[config.mk]
export PLATFORM = sky130hd
export DESIGN_NAME = line_segment_rect_clipper_top
export DESIGN_NICKNAME = d
export VERILOG_FILES = /design/src/rtl/lsrc_pkg.sv /design/src/rtl/line_segment_rect_clipper_top.sv
export SDC_FILE = /design/constraint.sdc
export NUM_CORES = 2
export LEC_CHECK = 0
export BUFFER_PORTS_ARGS = -buffer_cell sky130_fd_sc_hd__buf_2
export CAP_MARGIN = 10
export CORE_MARGIN = 2
export CORE_UTILIZATION = 55
export CTS_CLUSTER_SIZE = 20
export DETAILED_ROUTE_END_ITERATION = 12
export PLACE_DENSITY = 0.74
export SLEW_MARGIN = 20
export SYNTH_ARGS = -nofsm -noshare
export SYNTH_HDL_FRONTEND = slang
export SYNTH_SLANG_ARGS = --single-unit
export TNS_END_PERCENT = 20
[constraint.sdc]
create_clock -name i_clk -period 10.04 [get_ports i_clk]
set_input_delay 1.004 -clock i_clk [delete_from_list [all_inputs] [get_ports i_clk]]
set_output_delay 1.004 -clock i_clk [all_outputs]
set_load 0.005 [all_outputs]
[src/rtl/lsrc_pkg.sv]
// shared types and outcode constants for the line segment clipper
package lsrc_pkg;

    typedef enum logic [5:0] {
        ST_IDLE = 6'b000001,
        ST_EVAL = 6'b000010,
        ST_MUL  = 6'b000100,
        ST_DIV  = 6'b001000,
        ST_UPD  = 6'b010000,
        ST_FIN  = 6'b100000
    } t_state;

    typedef logic [3:0] t_code;

    localparam t_code CODE_ABOVE = 4'b1000;
    localparam t_code CODE_BELOW = 4'b0100;
    localparam t_code CODE_RIGHT = 4'b0010;
    localparam t_code CODE_LEFT  = 4'b0001;

    localparam int MAX_MOVES = 4;

    localparam logic [1:0] REG_LEFT   = 2'd0;
    localparam logic [1:0] REG_RIGHT  = 2'd1;
    localparam logic [1:0] REG_BOTTOM = 2'd2;
    localparam logic [1:0] REG_TOP    = 2'd3;

endpackage

[src/rtl/line_segment_rect_clipper_top.sv]
// cohen-sutherland segment clipper with bit-serial multiply and restoring divide
// each edge move runs the shared bit-serial multiplier and then the divider once; a segment
//   needs at most MAX_MOVES edge moves, and a move along a zero extent skips both
// throughput: one item at a time; the next item is taken while a result waits in the
//   output register
// reset: synchronous active low, clears control state and loads the default window
module line_segment_rect_clipper_top #(
    parameter int COORD_WIDTH = 24,
    parameter int FRAC_BITS   = 8
) (
    input  logic                   i_clk,
    input  logic                   i_rst_n,
    input  logic                   i_s_axis_tvalid,
    output logic                   o_s_axis_tready,
    // start_x, start_y, end_x, end_y from the lowest bit up
    input  logic [((4*COORD_WIDTH+7)/8)*8-1:0] i_s_axis_tdata,
    output logic                   o_m_axis_tvalid,
    input  logic                   i_m_axis_tready,
    // clipped_start_x, clipped_start_y, clipped_end_x, clipped_end_y from the lowest bit up
    output logic [((4*COORD_WIDTH+7)/8)*8-1:0] o_m_axis_tdata,
    // accepted
    output logic                   o_m_axis_tuser,
    input  logic                   i_psel,
    input  logic                   i_penable,
    input  logic                   i_pwrite,
    input  logic [3:0]             i_paddr,
    input  logic [31:0]            i_pwdata,
    output logic [31:0]            o_prdata,
    output logic                   o_pready
);
    import lsrc_pkg::*;

    localparam int W    = COORD_WIDTH;
    localparam int M    = W + 1;
    localparam int SW   = 2*M + 2;
    localparam int DW   = ((4*W+7)/8)*8;
    localparam int CNTW = $clog2(2*M + 1);
    localparam int SCALE_ONE = 1 << FRAC_BITS;

    localparam logic signed [W-1:0] RST_LEFT   = W'(4 * SCALE_ONE);
    localparam logic signed [W-1:0] RST_RIGHT  = W'(10 * SCALE_ONE);
    localparam logic signed [W-1:0] RST_BOTTOM = W'(4 * SCALE_ONE);
    localparam logic signed [W-1:0] RST_TOP    = W'(8 * SCALE_ONE);

    localparam logic signed [SW-1:0] SAT_MAX = SW'((64'sd1 <<< (W-1)) - 64'sd1);
    localparam logic signed [SW-1:0] SAT_MIN = -SAT_MAX - SW'(1);

    logic signed [W-1:0] r_win_left, r_win_right, r_win_bottom, r_win_top;
    logic signed [W-1:0] r_x1, r_y1, r_x2, r_y2;
    t_state              r_state;
    logic [2:0]          r_moves;
    logic [CNTW-1:0]     r_cnt;
    logic [M-1:0]        r_mcand, r_div, r_rem;
    logic [2*M-1:0]      r_prod;
    logic                r_neg, r_zero, r_vert, r_sel1;
    logic signed [W-1:0] r_base, r_edge;
    logic                r_ovalid, r_oacc;
    logic [DW-1:0]       r_odata;
    logic                r_acc;

    logic                cfg_wr;
    t_code               c1, c2, co;
    logic signed [M-1:0] d_a, d_b, d_c;
    logic [M:0]          mul_sum;
    logic [M:0]          div_try;
    logic                div_ge;
    logic signed [SW-1:0] upd_q, upd_sum;
    logic signed [W-1:0] upd_val;
    logic                eval_done, eval_acc;

    assign o_pready        = 1'b1;
    assign cfg_wr          = i_psel && i_penable && i_pwrite;
    assign o_s_axis_tready = (r_state == ST_IDLE);
    assign o_m_axis_tvalid = r_ovalid;
    assign o_m_axis_tdata  = r_odata;
    assign o_m_axis_tuser  = r_oacc;

    always_comb begin
        unique case (i_paddr[3:2])
            REG_LEFT:   o_prdata = 32'(r_win_left);
            REG_RIGHT:  o_prdata = 32'(r_win_right);
            REG_BOTTOM: o_prdata = 32'(r_win_bottom);
            default:    o_prdata = 32'(r_win_top);
        endcase
    end

    always_comb begin
        c1 = '0;
        c2 = '0;
        if (r_x1 < r_win_left)        c1 |= CODE_LEFT;
        else if (r_x1 > r_win_right)  c1 |= CODE_RIGHT;
        if (r_y1 < r_win_bottom)      c1 |= CODE_BELOW;
        else if (r_y1 > r_win_top)    c1 |= CODE_ABOVE;
        if (r_x2 < r_win_left)        c2 |= CODE_LEFT;
        else if (r_x2 > r_win_right)  c2 |= CODE_RIGHT;
        if (r_y2 < r_win_bottom)      c2 |= CODE_BELOW;
        else if (r_y2 > r_win_top)    c2 |= CODE_ABOVE;
        co = (c1 != '0) ? c1 : c2;
        eval_acc  = (c1 == '0) && (c2 == '0);
        eval_done = eval_acc || ((c1 & c2) != '0) || (r_moves == 3'(MAX_MOVES));
    end

    // operands of the edge intersection for the chosen edge
    always_comb begin
        if ((co & (CODE_ABOVE | CODE_BELOW)) != '0) begin
            d_a = M'(r_x2) - M'(r_x1);
            d_c = M'(r_y2) - M'(r_y1);
            d_b = ((co & CODE_ABOVE) != '0) ? M'(r_win_top) - M'(r_y1)
                                            : M'(r_win_bottom) - M'(r_y1);
        end else begin
            d_a = M'(r_y2) - M'(r_y1);
            d_c = M'(r_x2) - M'(r_x1);
            d_b = ((co & CODE_RIGHT) != '0) ? M'(r_win_right) - M'(r_x1)
                                            : M'(r_win_left) - M'(r_x1);
        end
    end

    assign mul_sum = {1'b0, r_prod[2*M-1:M]} + (r_prod[0] ? {1'b0, r_mcand} : '0);
    assign div_try = {r_rem, r_prod[2*M-1]};
    assign div_ge  = (div_try >= {1'b0, r_div});

    always_comb begin
        upd_q   = r_zero ? '0 : (r_neg ? -SW'(r_prod) : SW'(r_prod));
        upd_sum = SW'(r_base) + upd_q;
        if (upd_sum > SAT_MAX)      upd_val = W'(SAT_MAX);
        else if (upd_sum < SAT_MIN) upd_val = W'(SAT_MIN);
        else                        upd_val = W'(upd_sum);
    end

    always_ff @(posedge i_clk) begin
        if (!i_rst_n) begin
            r_win_left   <= RST_LEFT;
            r_win_right  <= RST_RIGHT;
            r_win_bottom <= RST_BOTTOM;
            r_win_top    <= RST_TOP;
        end else if (cfg_wr) begin
            unique case (i_paddr[3:2])
                REG_LEFT:   r_win_left   <= i_pwdata[W-1:0];
                REG_RIGHT:  r_win_right  <= i_pwdata[W-1:0];
                REG_BOTTOM: r_win_bottom <= i_pwdata[W-1:0];
                default:    r_win_top    <= i_pwdata[W-1:0];
            endcase
        end
    end

    always_ff @(posedge i_clk) begin
        if (!i_rst_n) begin
            r_state  <= ST_IDLE;
            r_ovalid <= 1'b0;
            r_moves  <= '0;
            r_cnt    <= '0;
        end else begin
            // the finish state sets the output itself
            if (r_ovalid && i_m_axis_tready && (r_state != ST_FIN)) r_ovalid <= 1'b0;
            unique case (r_state)
                ST_IDLE: begin
                    if (i_s_axis_tvalid) begin
                        r_x1    <= i_s_axis_tdata[W-1:0];
                        r_y1    <= i_s_axis_tdata[2*W-1:W];
                        r_x2    <= i_s_axis_tdata[3*W-1:2*W];
                        r_y2    <= i_s_axis_tdata[4*W-1:3*W];
                        r_moves <= '0;
                        r_state <= ST_EVAL;
                    end
                end
                ST_EVAL: begin
                    if (eval_done) begin
                        r_acc   <= eval_acc;
                        r_state <= ST_FIN;
                    end else begin
                        r_sel1  <= (c1 != '0);
                        r_vert  <= ((co & (CODE_ABOVE | CODE_BELOW)) == '0);
                        r_neg   <= d_a[M-1] ^ d_b[M-1] ^ d_c[M-1];
                        r_zero  <= (d_c == '0);
                        r_mcand <= d_a[M-1] ? M'(-d_a) : M'(d_a);
                        r_div   <= d_c[M-1] ? M'(-d_c) : M'(d_c);
                        r_prod  <= {{M{1'b0}}, (d_b[M-1] ? M'(-d_b) : M'(d_b))};
                        r_rem   <= '0;
                        if ((co & (CODE_ABOVE | CODE_BELOW)) != '0) begin
                            r_base <= (c1 != '0) ? r_x1 : r_x1;
                            r_edge <= ((co & CODE_ABOVE) != '0) ? r_win_top : r_win_bottom;
                        end else begin
                            r_base <= r_y1;
                            r_edge <= ((co & CODE_RIGHT) != '0) ? r_win_right : r_win_left;
                        end
                        r_cnt   <= CNTW'(M);
                        // a segment with no extent across the chosen edge skips the arithmetic
                        r_state <= (d_c == '0) ? ST_UPD : ST_MUL;
                    end
                end
                ST_MUL: begin
                    r_prod <= {mul_sum, r_prod[M-1:1]};
                    if (r_cnt == CNTW'(1)) begin
                        r_cnt   <= CNTW'(2*M);
                        r_state <= ST_DIV;
                    end else begin
                        r_cnt <= r_cnt - 1'b1;
                    end
                end
                ST_DIV: begin
                    r_rem  <= div_ge ? M'(div_try - {1'b0, r_div}) : div_try[M-1:0];
                    r_prod <= {r_prod[2*M-2:0], div_ge};
                    if (r_cnt == CNTW'(1)) r_state <= ST_UPD;
                    r_cnt <= r_cnt - 1'b1;
                end
                ST_UPD: begin
                    if (r_sel1) begin
                        if (r_vert) begin r_x1 <= r_edge; r_y1 <= upd_val; end
                        else        begin r_y1 <= r_edge; r_x1 <= upd_val; end
                    end else begin
                        if (r_vert) begin r_x2 <= r_edge; r_y2 <= upd_val; end
                        else        begin r_y2 <= r_edge; r_x2 <= upd_val; end
                    end
                    r_moves <= r_moves + 1'b1;
                    r_state <= ST_EVAL;
                end
                ST_FIN: begin
                    if (!r_ovalid || i_m_axis_tready) begin
                        r_ovalid <= 1'b1;
                        r_oacc   <= r_acc;
                        r_odata  <= r_acc ? DW'({r_y2, r_x2, r_y1, r_x1}) : '0;
                        r_state  <= ST_IDLE;
                    end
                end
                default: r_state <= ST_IDLE;
            endcase
        end
    end

    a_moves_bound: assert property (@(posedge i_clk) disable iff (!i_rst_n)
        r_moves <= 3'(MAX_MOVES))
        else $error("more than four edge moves");

    a_state_onehot: assert property (@(posedge i_clk) disable iff (!i_rst_n)
        $onehot(r_state))
        else $error("state not one-hot");

    a_div_nonzero: assert property (@(posedge i_clk) disable iff (!i_rst_n)
        (r_state == ST_DIV) |-> (r_div != '0))
        else $error("divide by zero entered");

    a_reject_zero: assert property (@(posedge i_clk) disable iff (!i_rst_n)
        (r_ovalid && !r_oacc) |-> (r_odata == '0))
        else $error("rejected item carries coordinates");

endmodule

==> qor.yml <==
status: "completed"
p_per_area_nw_per_um2: 122
numPortBuffers: 259
fin_ws_ns: 1.48
worst_path_max_delay_cell: "edfxtp_1"
clk_pin_slew_ns: 0.07
ys_ff_latch: 483
cts_tree: "built"
post-route-period-util: 0.852
hold_violations: 0
htree_levels: 2
num_vias: 37400
power.internal_w: 0.00381
die_w_um: 274
synth.area.top_cells: "edfxtp_1 (28%), ha_1 (11%), dfxtp_1 (5.6%)"
rr_worst_depth: 25
dr.pass1.iters: 6
cts_buffers: 53
min_from: "r_cnt[4]$_SDFFE_PN0N_"
peakVddDrop_mv: 0.179
clkPwrFrac: 0.390
cts_sinks: 483
num-nets-final: 5343
pwr-share-seq: 0.421
rsz0062_at_grt: "no"
post-synth-top-count-cell: "nand2_1"
yosys_most_used_dff: "edfxtp_1"
cp_slowest_stage_delay_ns: 0.74
dieArea_sq_um: 75300
synth-warning-count: 0
critical_path_arrival_ns: 9.06
routedWlPerCell_um: 24.3
start_util: 0.553
gr-total-overflow: 0
crit_type: "flop to flop"
synthCells: 4693
cp_max_fo: 28
cp-start-kind: "flop"
root_buffer: "clkbuf_16"
cp.depth: 25
io_pins: 271
holdPathStages: 1
path_buf_inv: 1
track_usage: 0.365
wl_um: 142000
antenna_found_initial: 3
drt_iter0_drc: 4003
core_area_sq_um: 72700
setup_tns_ns: 0
cts_resized: 0
period_needed_ns: 8.56
die_h_um: 274
slew-limit-headroom: 0.248
postRouteAntennaNets: 0
rows: 99
crit_top_cell: "or4_1"
synth_top_area_frac: 0.277
end_kind: "flop"
cts_hold_buf: 0
drc: 0
synth_top_area_cell: "edfxtp_1"
stdcell_count: 5853
critPathTopFamily: "simple AND/OR/NAND/NOR gates"
grt_pass1_vias: 34200
post_cts_buffers: 0
min_path_type: "flop to flop"
maxSlewViolCount: 0
cp.required_ns: 10.54
cap_violations: 0
pre_cts_ws_ns: 1.68
synth_area_per_cell_sq_um: 8.57
cts_buffer_depth: 3
synthArstFlopShare: 0
finalClockSkew_ns: 0.0342
synthesis.nets: 5188
via_per_inst: 6.39
p_sw_frac: 0.291
grt_max_degree: 147
yosys-top-cells-count: "nand2_1 (523), a21oi_1 (404), nor2_1 (374), edfxtp_1 (371), ha_1 (347)"
p_leak_nw: 18.0
synthToLayoutAreaGrowth_pct: 9.87
worstSetupStartpoint: "r_prod[0]$_DFFE_PP_"
comb_power_share: 0.189
setup_viol: 0
synth_enable_flop_cells: 371
holdWs_ns: 0.504
dp.cells: 5752
syn_area_sq_um: 40200
power.switching_w: 0.00157
synth_seq_area_share: 0.333
fmax_mhz: 117
grt_pass1_wl_um: 208000
drive_above_1_share: 0.102
r2r-start: "r_prod[0]$_DFFE_PP_"
gp_congestion: 0.992
synth.distinct_cells: 91
worst_slew_pin_slew_ns: 1.13
insertion_delay_ns: 0.65
dp_hpwl_um: 112000
[registers in the layout, summed over array words and instances (netlist names), 24 cells and up]
name and count:
r_mcand 25, r_win_top 24, r_x1 24, r_rem 25, r_prod 50, r_win_right 24, o_m_axis_tdata 96, r_win_left 24
r_y2 24, r_base 24, r_edge 24, r_x2 24, r_win_bottom 24, r_y1 24, r_div 25
[layer usage]
metal	track usage	part of all wire	routed length [um]
met2	0.600	0.46	65800
met3	0.0499	0.084	11900
met1	0.485	0.41	57900
met4	0.149	0.045	6410
met5	0	0.00019	27
[cells by family (layout without fill, tap and decap cells)]
logic type                 count (synthesis)  after routing  share of synthesized area
other                                      1              3                  0.0000933
AOI/OAI and AO/OA                       1355           1355                      0.217
muxes                                    114            114                     0.0362
DFF                                      483            483                      0.333
and+or+nand+nor                         1626           1626                      0.195
xor gates and xnor gates                 282            282                     0.0614
adders and majority gates                356            356                      0.112
buffers and inverters                    476            675                     0.0456
[per-stage QoR]
stage,util,instance area (sq um),total power (W)
after floorplan,-,40200,0.00296
after global routing,0.607,44200,0.00554
after detailed placement,0.582,42300,0.00329
after global placement,0.582,42300,0.00327
after CTS,0.607,44200,0.00536
final,0.607,44200,0.00537
[cell type report]
| cell class | instances | area [sq um] |
|---|---|---|
| fillers | 6378 | 28500 |
| diodes | 2 | 5.00 |
| clock buffers | 68 | 1420 |
| flip-flops and latches | 483 | 13400 |
| repair buffers | 299 | 1610 |
| multi-input cells | 3734 | 25100 |
| well taps | 959 | 1200 |
| inverters | 277 | 1050 |
| clock inverters | 31 | 425 |
[worst paths after layout]
path / slack (ns) / to
worst max register to register: 1.48 / r_y1[20]$_DFFE_PP_
worst min-delay path: 0.50 / r_cnt[4]$_SDFFE_PN0N_
worst min register to register: 0.50 / r_cnt[4]$_SDFFE_PN0N_
worst max-delay path: 1.48 / r_y1[20]$_DFFE_PP_
[power by group through the flow]
stage               Clock (W)  Sequential (W)  Combinational, W
global placement            0         0.00230          0.000974
detailed placement          0         0.00230          0.000986
global route          0.00218         0.00226           0.00110
finish                0.00210         0.00226           0.00102
floorplan                   0         0.00227          0.000688
CTS                   0.00211         0.00226          0.000992
[placed cells by master (no fill, tap or decap), types with 20 or more instances in the layout]
cell type,n
buf_2,259
nand2_1,523
mux2i_1,78
a211oi_1,68
nor2b_1,50
a31oi_1,40
or2_2,24
or4_1,20
and2_1,155
o31ai_1,44
a21oi_1,401
o211ai_1,41
inv_1,275
buf_4,39
and3_1,38
or3_1,42
edfxtp_1,371
o21bai_1,24
mux4_2,24
nand2b_1,40
o21ai_0,281
nand4_1,46
xor2_1,139
xnor2_1,143
nor2_1,370
nor3_1,90
dfxtp_1,112
a22oi_1,26
clkbuf_16,53
nor4_1,32
o22ai_1,27
a21o_1,146
ha_1,347
o21a_1,59
nand3_1,127
(Power assumes the default switching activity.)
